`config.mk`:
```
export PLATFORM = sky130hd
export DESIGN_NAME = md5_hash_stream
export DESIGN_NICKNAME = d
export VERILOG_FILES = /design/src/hw/rtl/md5_pkg.sv /design/src/hw/rtl/md5_hash_stream.sv /design/src/hw/rtl/md5_round.sv
export SDC_FILE = /design/constraint.sdc
export NUM_CORES = 2
export LEC_CHECK = 0
export BUFFER_PORTS_ARGS = -buffer_cell sky130_fd_sc_hd__buf_2
export CAP_MARGIN = 20
export CORE_MARGIN = 2
export CORE_UTILIZATION = 33
export DETAILED_ROUTE_END_ITERATION = 7
export GPL_TIMING_DRIVEN = 0
export PLACE_DENSITY = 0.49
export REMOVE_ABC_BUFFERS = 1
export SYNTH_ARGS = -nofsm -noshare
export SYNTH_HDL_FRONTEND = slang
export SYNTH_SLANG_ARGS = --single-unit
```
`constraint.sdc`:
```
create_clock -name aclk -period 14.5 [get_ports aclk]
set_input_delay 2.9 -clock aclk [delete_from_list [all_inputs] [get_ports aclk]]
set_output_delay 2.9 -clock aclk [all_outputs]
set_load 0.02 [all_outputs]
```
`src/hw/rtl/md5_pkg.sv`:
```
`timescale 1ns / 1ps

package md5_pkg;

    // Working or chaining words of one MD5 compression
    typedef struct packed {
        logic [31:0] d;
        logic [31:0] c;
        logic [31:0] b;
        logic [31:0] a;
    } md5_words_t;

    // Initial chaining vector
    localparam logic [31:0] MD5_IV_A = 32'h67452301;
    localparam logic [31:0] MD5_IV_B = 32'hEFCDAB89;
    localparam logic [31:0] MD5_IV_C = 32'h98BADCFE;
    localparam logic [31:0] MD5_IV_D = 32'h10325476;

    localparam logic [7:0] MD5_PAD_BYTE = 8'h80;
    localparam logic [5:0] MD5_LAST_POS = 6'h3F;
    localparam logic [5:0] MD5_LAST_STEP = 6'd63;

    // Round constants, one per step
    localparam logic [31:0] MD5_K [64] = '{
        32'hd76aa478, 32'he8c7b756, 32'h242070db, 32'hc1bdceee,
        32'hf57c0faf, 32'h4787c62a, 32'ha8304613, 32'hfd469501,
        32'h698098d8, 32'h8b44f7af, 32'hffff5bb1, 32'h895cd7be,
        32'h6b901122, 32'hfd987193, 32'ha679438e, 32'h49b40821,
        32'hf61e2562, 32'hc040b340, 32'h265e5a51, 32'he9b6c7aa,
        32'hd62f105d, 32'h02441453, 32'hd8a1e681, 32'he7d3fbc8,
        32'h21e1cde6, 32'hc33707d6, 32'hf4d50d87, 32'h455a14ed,
        32'ha9e3e905, 32'hfcefa3f8, 32'h676f02d9, 32'h8d2a4c8a,
        32'hfffa3942, 32'h8771f681, 32'h6d9d6122, 32'hfde5380c,
        32'ha4beea44, 32'h4bdecfa9, 32'hf6bb4b60, 32'hbebfbc70,
        32'h289b7ec6, 32'heaa127fa, 32'hd4ef3085, 32'h04881d05,
        32'hd9d4d039, 32'he6db99e5, 32'h1fa27cf8, 32'hc4ac5665,
        32'hf4292244, 32'h432aff97, 32'hab9423a7, 32'hfc93a039,
        32'h655b59c3, 32'h8f0ccc92, 32'hffeff47d, 32'h85845dd1,
        32'h6fa87e4f, 32'hfe2ce6e0, 32'ha3014314, 32'h4e0811a1,
        32'hf7537e82, 32'hbd3af235, 32'h2ad7d2bb, 32'heb86d391
    };

    // Rotate amounts, indexed by {round, step[1:0]}
    localparam logic [4:0] MD5_S [16] = '{
        5'd7, 5'd12, 5'd17, 5'd22, 5'd5, 5'd9, 5'd14, 5'd20,
        5'd4, 5'd11, 5'd16, 5'd23, 5'd6, 5'd10, 5'd15, 5'd21
    };

    // Message word used by a step (all products taken mod 16)
    function automatic logic [3:0] md5_msg_idx(input logic [5:0] step);
        logic [3:0] lo;
        logic [3:0] g;
        lo = step[3:0];
        case (step[5:4])
            2'd0: g = lo;
            2'd1: g = lo + {lo[1:0], 2'b00} + 4'd1;
            2'd2: g = lo + {lo[2:0], 1'b0} + 4'd5;
            2'd3: g = {lo[0], 3'b000} - lo;
            default: g = lo;
        endcase
        return g;
    endfunction

endpackage

```
`src/hw/rtl/md5_hash_stream.sv`:
```
`timescale 1ns / 1ps
// Byte-serial MD5 hasher. A byte that does not fill a block is only stored. A byte that
// fills a block is loaded, then runs 64 shared round steps and one add. On last the padding
// goes in a byte a cycle, except while a full block is compressed, and one or two blocks are
// compressed; the digest transaction is offered after the final add, later if the output
// register still holds a digest. That register lets the next message flow.
// aresetn (synchronous, active low) loads the initial vector and clears length and position.
module md5_hash_stream
    import md5_pkg::*;
(
    input  logic         aclk,
    input  logic         aresetn,
    input  logic         s_tvalid,
    output logic         s_tready,
    input  logic [7:0]   s_tdata,   // [7:0] data_byte
    input  logic [0:0]   s_tuser,   // [0] byte_valid
    input  logic         s_tlast,
    output logic         m_tvalid,
    input  logic         m_tready,
    output logic [127:0] m_tdata    // [31:0] digest_word0 .. [127:96] digest_word3
);

    typedef enum logic [2:0] {
        ST_IDLE,
        ST_PAD,
        ST_ROUND,
        ST_ADD,
        ST_EMIT
    } state_t;

    state_t      state_reg, state_next;
    md5_words_t  chain_reg, chain_next;
    md5_words_t  work_reg, work_next;
    logic [5:0]  step_reg, step_next;
    logic [5:0]  pos_reg, pos_next;
    logic [63:0] len_reg, len_next;
    logic        fin_reg, fin_next;        // message ends: pad after current block
    logic        pad_first_reg, pad_first_next;
    logic        final_blk_reg, final_blk_next;
    logic        done_reg, done_next;      // block in work carries the length
    logic [127:0] out_reg, out_next;
    logic        m_valid_reg, m_valid_next;
    logic [31:0] blk_reg [16];

    logic        wr_en;
    logic [7:0]  wr_byte;
    logic [31:0] msg_word;
    logic [31:0] b_new;
    logic [7:0]  len_byte;

    // Shared step unit
    assign msg_word = blk_reg[md5_msg_idx(step_reg)];

    md5_round u_round (
        .w        (work_reg),
        .step     (step_reg),
        .msg_word (msg_word),
        .b_new    (b_new)
    );

    assign len_byte = len_reg[{pos_reg[2:0], 3'b000} +: 8];

    assign s_tready = (state_reg == ST_IDLE);
    assign m_tvalid = m_valid_reg;
    assign m_tdata  = out_reg;

    // Sequencer
    always_comb begin
        state_next     = state_reg;
        chain_next     = chain_reg;
        work_next      = work_reg;
        step_next      = step_reg;
        pos_next       = pos_reg;
        len_next       = len_reg;
        fin_next       = fin_reg;
        pad_first_next = pad_first_reg;
        final_blk_next = final_blk_reg;
        done_next      = done_reg;
        out_next       = out_reg;
        m_valid_next   = m_valid_reg & ~m_tready;
        wr_en          = 1'b0;
        wr_byte        = 8'd0;

        case (state_reg)
            ST_IDLE: begin
                if (s_tvalid) begin
                    fin_next       = s_tlast;
                    pad_first_next = 1'b1;
                    if (s_tuser[0]) begin
                        wr_en    = 1'b1;
                        wr_byte  = s_tdata;
                        len_next = len_reg + 64'd8;
                    end
                    if (s_tuser[0] && pos_reg == MD5_LAST_POS) begin
                        work_next  = chain_reg;
                        step_next  = 6'd0;
                        state_next = ST_ROUND;
                    end else if (s_tlast) begin
                        state_next = ST_PAD;
                    end
                end
            end
            ST_PAD: begin
                wr_en = 1'b1;
                if (pad_first_reg) begin
                    wr_byte        = MD5_PAD_BYTE;
                    pad_first_next = 1'b0;
                    final_blk_next = (pos_reg[5:3] != 3'd7);
                end else if (final_blk_reg && pos_reg[5:3] == 3'd7) begin
                    wr_byte = len_byte;
                end else begin
                    wr_byte = 8'd0;
                end
                if (pos_reg == MD5_LAST_POS) begin
                    done_next      = final_blk_reg && !pad_first_reg;
                    final_blk_next = 1'b1;
                    work_next      = chain_reg;
                    step_next      = 6'd0;
                    state_next     = ST_ROUND;
                end
            end
            ST_ROUND: begin
                work_next.a = work_reg.d;
                work_next.b = b_new;
                work_next.c = work_reg.b;
                work_next.d = work_reg.c;
                step_next   = step_reg + 6'd1;
                if (step_reg == MD5_LAST_STEP) begin
                    state_next = ST_ADD;
                end
            end
            ST_ADD: begin
                chain_next.a = chain_reg.a + work_reg.a;
                chain_next.b = chain_reg.b + work_reg.b;
                chain_next.c = chain_reg.c + work_reg.c;
                chain_next.d = chain_reg.d + work_reg.d;
                if (done_reg) begin
                    state_next = ST_EMIT;
                end else if (fin_reg) begin
                    state_next = ST_PAD;
                end else begin
                    state_next = ST_IDLE;
                end
            end
            ST_EMIT: begin
                if (!m_valid_reg || m_tready) begin
                    out_next       = {chain_reg.d, chain_reg.c, chain_reg.b, chain_reg.a};
                    m_valid_next   = 1'b1;
                    chain_next.a   = MD5_IV_A;
                    chain_next.b   = MD5_IV_B;
                    chain_next.c   = MD5_IV_C;
                    chain_next.d   = MD5_IV_D;
                    len_next       = 64'd0;
                    fin_next       = 1'b0;
                    done_next      = 1'b0;
                    final_blk_next = 1'b0;
                    state_next     = ST_IDLE;
                end
            end
            default: begin
                state_next = ST_IDLE;
            end
        endcase

        if (wr_en) begin
            pos_next = pos_reg + 6'd1;
        end
    end

    // State and registered outputs
    always_ff @(posedge aclk) begin
        if (!aresetn) begin
            state_reg     <= ST_IDLE;
            chain_reg.a   <= MD5_IV_A;
            chain_reg.b   <= MD5_IV_B;
            chain_reg.c   <= MD5_IV_C;
            chain_reg.d   <= MD5_IV_D;
            step_reg      <= 6'd0;
            pos_reg       <= 6'd0;
            len_reg       <= 64'd0;
            fin_reg       <= 1'b0;
            pad_first_reg <= 1'b0;
            final_blk_reg <= 1'b0;
            done_reg      <= 1'b0;
            m_valid_reg   <= 1'b0;
        end else begin
            state_reg     <= state_next;
            chain_reg     <= chain_next;
            step_reg      <= step_next;
            pos_reg       <= pos_next;
            len_reg       <= len_next;
            fin_reg       <= fin_next;
            pad_first_reg <= pad_first_next;
            final_blk_reg <= final_blk_next;
            done_reg      <= done_next;
            m_valid_reg   <= m_valid_next;
        end
    end

    // Payload: working words, block buffer, digest
    always_ff @(posedge aclk) begin
        work_reg <= work_next;
        out_reg  <= out_next;
        if (wr_en) begin
            blk_reg[pos_reg[5:2]][{pos_reg[1:0], 3'b000} +: 8] <= wr_byte;
        end
    end

endmodule

```
`src/hw/rtl/md5_round.sv`:
```
`timescale 1ns / 1ps

// One MD5 step: round function, constant add, rotate, add to b
module md5_round
    import md5_pkg::*;
(
    input  md5_words_t  w,
    input  logic [5:0]  step,
    input  logic [31:0] msg_word,
    output logic [31:0] b_new
);

    logic [31:0] f;
    logic [31:0] t;
    logic [63:0] rot;
    logic [4:0]  sh;

    // Round function by quarter
    always_comb begin
        case (step[5:4])
            2'd0: f = (w.b & w.c) | (~w.b & w.d);
            2'd1: f = (w.b & w.d) | (w.c & ~w.d);
            2'd2: f = w.b ^ w.c ^ w.d;
            2'd3: f = w.c ^ (w.b | ~w.d);
            default: f = w.b ^ w.c ^ w.d;
        endcase
    end

    assign sh    = MD5_S[{step[5:4], step[1:0]}];
    assign t     = w.a + f + MD5_K[step] + msg_word;
    // Rotate left: upper half of the doubled word shifted
    assign rot   = {t, t} << sh;
    assign b_new = w.b + rot[63:32];

endmodule
```
-- After elaboration in Yosys (flattened, before gate mapping)
Memories as Yosys holds them, arrays and structs flattened.
Index checks and enable logic that the tools add are counted.
- memories: 3
- RAM bits: 512
- bits in registers: 468
- output and inout port bits: 130
- ROM bits: 2128
- bits in latches: 0
- memories (memory ; words ; width ; rd ports ; clocked after Yosys merged registers in ; write ports ; RTL line ; text):
    (name not given) ; 64 ; 32 ; 1 ; 0 ; 0 ; md5_round.sv:30 ; assign t = w.a + f + MD5_K[step] + msg_word;
    blk_reg ; 16 ; 32 ; 1 ; 0 ; 1 ; md5_hash_stream.sv:43 ; logic [31:0] blk_reg [16];
    (name not given) ; 16 ; 5 ; 1 ; 0 ; 0 ; md5_round.sv:29 ; assign sh = MD5_S[{step[5:4], step[1:0]}];
- shift operators: 4
- $mul: 0
- muxes and demuxes: 51
- $add $sub $neg: 17
- equal/unequal tests: 19
- magnitude comparators: 2
- reduce and logical (&&, ||, !) cells: 22
- div/mod/pow operators: 0
- bitwise logic cells: 16
- operator list (operator ; number):
    two-way mux 128 bit ; 4
    case mux 128 bit (3 select lines) ; 1
    adder 32 bit ; 8
    case mux 128 bit (2 select lines) ; 1
    two-way mux 64 bit ; 3
    AND 32 bit ; 4
    case mux 32 bit (4 select lines) ; 1
    case mux 64 bit (2 select lines) ; 1
    two-way mux 32 bit ; 3
    bitwise OR 32 bit ; 3
    bitwise XOR 32 bit ; 3
    adder 64 x 4 -> 64 bit, second input constant ; 1
    inverter 32 bit ; 2
    variable part select 64 x 7 -> 8 bit ; 1
    left shift 64 x 5 -> 64 bit ; 1
    two-way mux 8 bit ; 4
    variable shift 8 x 7 -> 32 bit, first input constant ; 1
    variable part select 8 x 7 -> 32 bit ; 1
    two-way mux 3 bit ; 7
    two-way mux 6 bit ; 3
    case mux 6 bit (3 select lines) ; 1
    case mux 4 bit (4 select lines) ; 1
    case mux 8 bit (2 select lines) ; 1
    case mux 3 bit (5 select lines) ; 1
    other kinds (36) ; 74

-- Logic depth before layout (Yosys ltp)
- word-level depth: 10
- depth in mapped cells: 44
- gate-level depth less buffers: 41

-- Modules after synthesis
Synthesis repeated with hierarchy kept, for this count alone.
- cell total of the unflattened synthesis: 4965
- area, all modules: 55648.4 µm²
- modules (own cells, without submodules) (module ; area each (µm²) ; sequential area each (µm²) ; times used ; cells each):
    md5_hash_stream ; 43770.7 ; 27246.1 ; 1 ; 3166
    md5_round ; 11877.6 ; 0.0 ; 1 ; 1799

-- Worst setup path after synthesis
Ideal clock, no wire load.
- kind: register -> register
- start point: register step_reg[2]
- end point: register work_reg[61] (netlist bit), data pin
- arrival: 10.674 ns
- cell stages (with the launch flop): 43
- data required time: 14.233 ns
- clock period less this slack: 10.941 ns
- setup time: 0.267 ns
- slack: 3.559 ns
- cells stage by stage: dfxtp_1 > inv_1 > clkbuf_1 > buf_1 > ha_1 > fa_1 > xor2_1 > xnor2_1 > a222oi_1 > buf_2 > clkbuf_1 > buf_1 > mux2i_1 > a21oi_1 > fa_1 > inv_1 > fa_1 > inv_1 > (+7 left out) > nand2_1 > o311ai_2 > xor3_1 > a222oi_1 > a21oi_1 > mux2_2 > ha_1 > a21o_1 > a2111oi_0 > a21oi_1 > and2_1 > a311oi_1 > o21ai_0 > o41a_1 > a21o_1 > a21oi_1 > xor2_1 > o21ai_0
- RTL lines (what ; RTL line ; text):
    from (decl) ; md5_hash_stream.sv:34 ; logic [5:0] step_reg, step_next;
    from (signal assigned) ; md5_hash_stream.sv:189 ; step_reg <= step_next;
    to (signal assigned) ; md5_hash_stream.sv:202 ; work_reg <= work_next;
    to (decl) ; md5_hash_stream.sv:33 ; md5_words_t work_reg, work_next;

==> Flow_metrics.wiki <==
{| class="wikitable"
! Metric !! Value
|-
| Result of the run || complete, no violations
|-
| Clock Root Buffer || sky130_fd_sc_hd__clkbuf_16
|-
| Pins Over Slew Limit || 0
|-
| Total number of vias || 41040
|-
| Mapped cell area || 55690 sq um
|-
| Setup clock skew after layout || just over 0.05 ns
|-
| Met2 track demand over resource || between 30% and 40%
|-
| Sw Share || 40.85%
|-
| Total wirelength of the detailed-routed design || 174.8 mm
|-
| Top flip-flop cell by instance count after synthesis || sky130_fd_sc_hd__edfxtp_1
|-
| PwrDens || around 190 nW/um^2
|-
| IR Drop Worst-Case VDD || around 0.00018 V
|-
| CP required || around 15 ns
|-
| CP Launch Type || flop
|-
| Largest cells by area after synthesis || sky130_fd_sc_hd__edfxtp_1 41%, sky130_fd_sc_hd__dfxtp_1 7.5%, sky130_fd_sc_hd__mux4_2 6.1%
|-
| Capture endpoint of the worst hold path || fin_reg
|-
| HPWL after detailed placement || between 100 and 150 mm
|-
| Drt drc || 0
|-
| Clock power frac || between 20% and 30%
|-
| Proportion of layout cells with a drive suffix above 1 || approximately an eighth
|-
| Final setup violating endpoints || 0
|-
| Register clock-pin slew on the reported worst setup and hold paths || about 0.060 ns
|-
| Crit path capture type || flop
|-
| Port Buffer Count || 143
|-
| Most instantiated cells after synthesis || 768 x sky130_fd_sc_hd__edfxtp_1, 585 x sky130_fd_sc_hd__nand2_1, 423 x sky130_fd_sc_hd__nor2_1
|-
| Slew at the pin closest to its max-slew limit || 1.292 ns
|-
| Met1 usage in global routing || 26.67%
|-
| Die Wd || just over 400 um
|-
| Worst-Skew Late Latency || between 0.7 and 0.8 ns
|-
| Antenna cells || 0
|-
| Hold path startpoint || fin_reg
|-
| Type of the most critical hold path || reg2reg
|-
| Sink Count || around 980
|-
| Total core area || roughly 170000 sq um
|-
| Die footprint || 172100 sq um
|-
| Drt initial violations || about 3600
|-
| Share of the cycle needed by the critical path after routing || a little over nine tenths
|-
| Slew Limit Headroom || approximately 14%
|-
| Final GP Congestion || approximately 0.93
|-
| Post-synth EDFFs || approximately 770
|-
| Fraction of the yosys area taken by sequential cells || roughly half
|-
| Initial antenna violation count || 0
|-
| First-pass GRT wire length || roughly 260 mm
|-
| Maximum frequency from static timing analysis || roughly 73 MHz
|-
| Die Span Y || ~410 um
|-
| Gr usage total || between 10% and 20%
|-
| YS warnings || 0
|-
| Critical-path cell with the highest stage delay || sky130_fd_sc_hd__o21ai_0
|-
| Number of nets with antenna violations after detailed routing || 0
|-
| Maximum net fanout on the critical path || 37
|-
| Data arrival time at the worst-slack endpoint || about 14 ns
|-
| Combinational cell fraction of total power || between 40% and 50%
|-
| Max cap viols || 0
|-
| Setup slack of the critical path after layout || 0.7669 ns
|-
| Post-layout min period || around 14 ns
|-
| Cell type with the highest occurrence count on the critical path || sky130_fd_sc_hd__o21ai_0
|-
| Number of buffers created by CTS || 106
|-
| GRT Max-Usage Layer || met2
|-
| Synthesized netlist cell count || between 5000 and 6000
|-
| Worst Hold Slack || 0.4778 ns
|-
| Pre-antenna DRT Iters || 6
|-
| Max stage delay on crit path || 0.89 ns
|-
| Internal power || between 7 and 8 mW
|-
| Depth of the worst register-to-register path || 37
|-
| Final routed wire length divided by cell count || around 23 um
|-
| DR vias/cell || 5.464
|-
| Met3 capacity usage during global routing || between 2 and 3%
|-
| Portion of total power attributed to sequential cells || 27.0%
|-
| Number of nets in the layout || 5531
|-
| Top cell type's share of synthesized area || 41.41%
|-
| Post-synthesis cell type with the largest combined area || sky130_fd_sc_hd__edfxtp_1
|-
| Number of buffers between clock root and the deepest sink || 3
|-
| Total congestion overflow || 0
|-
| Maximum level of the CTS H-tree || 3
|-
| Count of boundary I/O pins || approximately 140
|-
| Cell with the most instances after synthesis || sky130_fd_sc_hd__edfxtp_1
|-
| TritonCTS clock tree || built
|-
| Fin Setup TNS || 0 ns
|-
| Avg Inst Size Synth || 10.79 sq um
|-
| R2R Setup Slk || between 0.7 and 0.8 ns
|-
| Worst Setup Path Type || reg2reg
|-
| Number of different library cells in the post-synthesis netlist || 91
|-
| Number of global-route vias before repair || roughly 40000
|-
| Reg-to-reg critical path endpoint || work_reg[62]
|-
| Dpl ws || -0.3699 ns
|-
| Leakage power || 22.82 nW
|-
| Number of rows created at floorplan || 150
|-
| Synth-to-Final Area Change || 13.43%
|-
| Post-synthesis sequential element count || around 1000
|-
| Beginning of the worst register-to-register path || step_reg[1]
|-
| Sw power || just under 5 mW
|-
| Unrepaired setup endpoints after global routing || no
|-
| Pin count of the biggest net entering global routing || 95
|-
| Initial Util || approximately a third
|-
| Post-synthesis async set-or-reset flop share || 0%
|-
| Flip-flop count of the largest register after layout || about 510
|-
| Worst hold path cell count || 2
|-
| Total count of hold-check failures in the final report || 0
|}
[per-layer routing]
| layer | routed length, um | up-vias |
|---|---|---|
| met5 | 0 | - |
| li1 | - | 19280 |
| met3 | 8628 | 252 |
| met4 | 5344 | 0 |
| met1 | 77400 | 20350 |
| met2 | 83410 | 1161 |
[critical path, delay by kind of cell (launching register included)]
kind / cells / cell delay [ns]
AND/OR/NAND/NOR: 3 / 0.43
multiplexers: 3 / 0.93
buffers and inverters: 4 / 1.16
adder cells (fa/ha/maj): 6 / 3.00
XOR/XNOR: 2 / 0.70
flip-flops: 1 / 0.68
AO/OA/AOI/OAI: 19 / 6.41
[area by class of cell]
cell class / count / area (sq um)
Clock buffer: 130 / 2845
Clock inverter: 69 / 918.4
Fill cell: 16500 / 104200
Inverter: 221 / 853.3
Multi-Input combinational cell: 3687 / 26640
Sequential cell: 977 / 27270
Tap cell: 2204 / 2758
Timing Repair Buffer: 223 / 1888
[power groups by stage]
stage / Sequential [mW] / Clock, mW / Combinational (mW)
6_report: 3.28 / 2.93 / 5.96
5_1_grt: 3.30 / 3.09 / 6.56
4_1_cts: 3.28 / 2.99 / 5.93
3_5_place_dp: 3.34 / 0 / 5.89
3_3_place_gp: 3.37 / 0 / 5.90
2_1_floorplan: 3.29 / 0 / 4.31
[what timing repair did]
action,4_1_cts,5_1_grt
setup endpoints to repair,5,6
endpoints found under the hold margin,0,0
resized for setup,2,4
hold buffers,0,0
pin swaps,0,1
setup buffers,0,1
[worst max-delay path by stage]
stage                           start      endpoint  slack (ns)  cells after the start
after floorplan           step_reg[4]  work_reg[61]       -5.17                     28
after CTS                 step_reg[0]  work_reg[62]        0.13                     47
after detailed placement  step_reg[0]  work_reg[61]       -0.37                     45
final                     step_reg[1]  work_reg[62]        0.77                     37
after global placement    step_reg[4]  work_reg[62]      -23.00                     30
after global routing      step_reg[1]  work_reg[62]        0.16                     37
[logic make-up (layout without fill, tap and decap cells)]
logic type,Yosys count,after routing,synth area share [%]
and+or+nand+nor,1540,1540,12.39
AOI/OAI and AO/OA,1281,1281,14.39
DFF,977,977,48.92
buffers and inverters,498,643,3.419
adders and majority gates,332,332,8.303
muxes,283,283,8.577
xor gates and xnor gates,251,251,3.999
[metrics by stage]
step	cells	instance area, sq um	utilization (%)	total power, mW
2_1_floorplan	4885	54620	-	7.594
3_3_place_gp	7232	58090	34.70	9.264
3_5_place_dp	7300	59300	35.42	9.235
4_1_cts	7499	63060	37.67	12.21
5_1_grt	7511	63180	37.74	12.95
6_report	7511	63180	37.74	12.17
[cells in the final DEF (no fill, tap or decap), drive strengths merged, types with 86 or more instances in the layout]
master	n
nand3	141
edfxtp	768
buf	221
ha	228
dfxtp	209
nand2	585
xnor2	118
xor2	131
mux2i	88
a21oi	381
clkbuf	132
nor2	423
mux4	151
inv	223
a21o	86
o21ai	309
(Power assumes the default switching activity.)
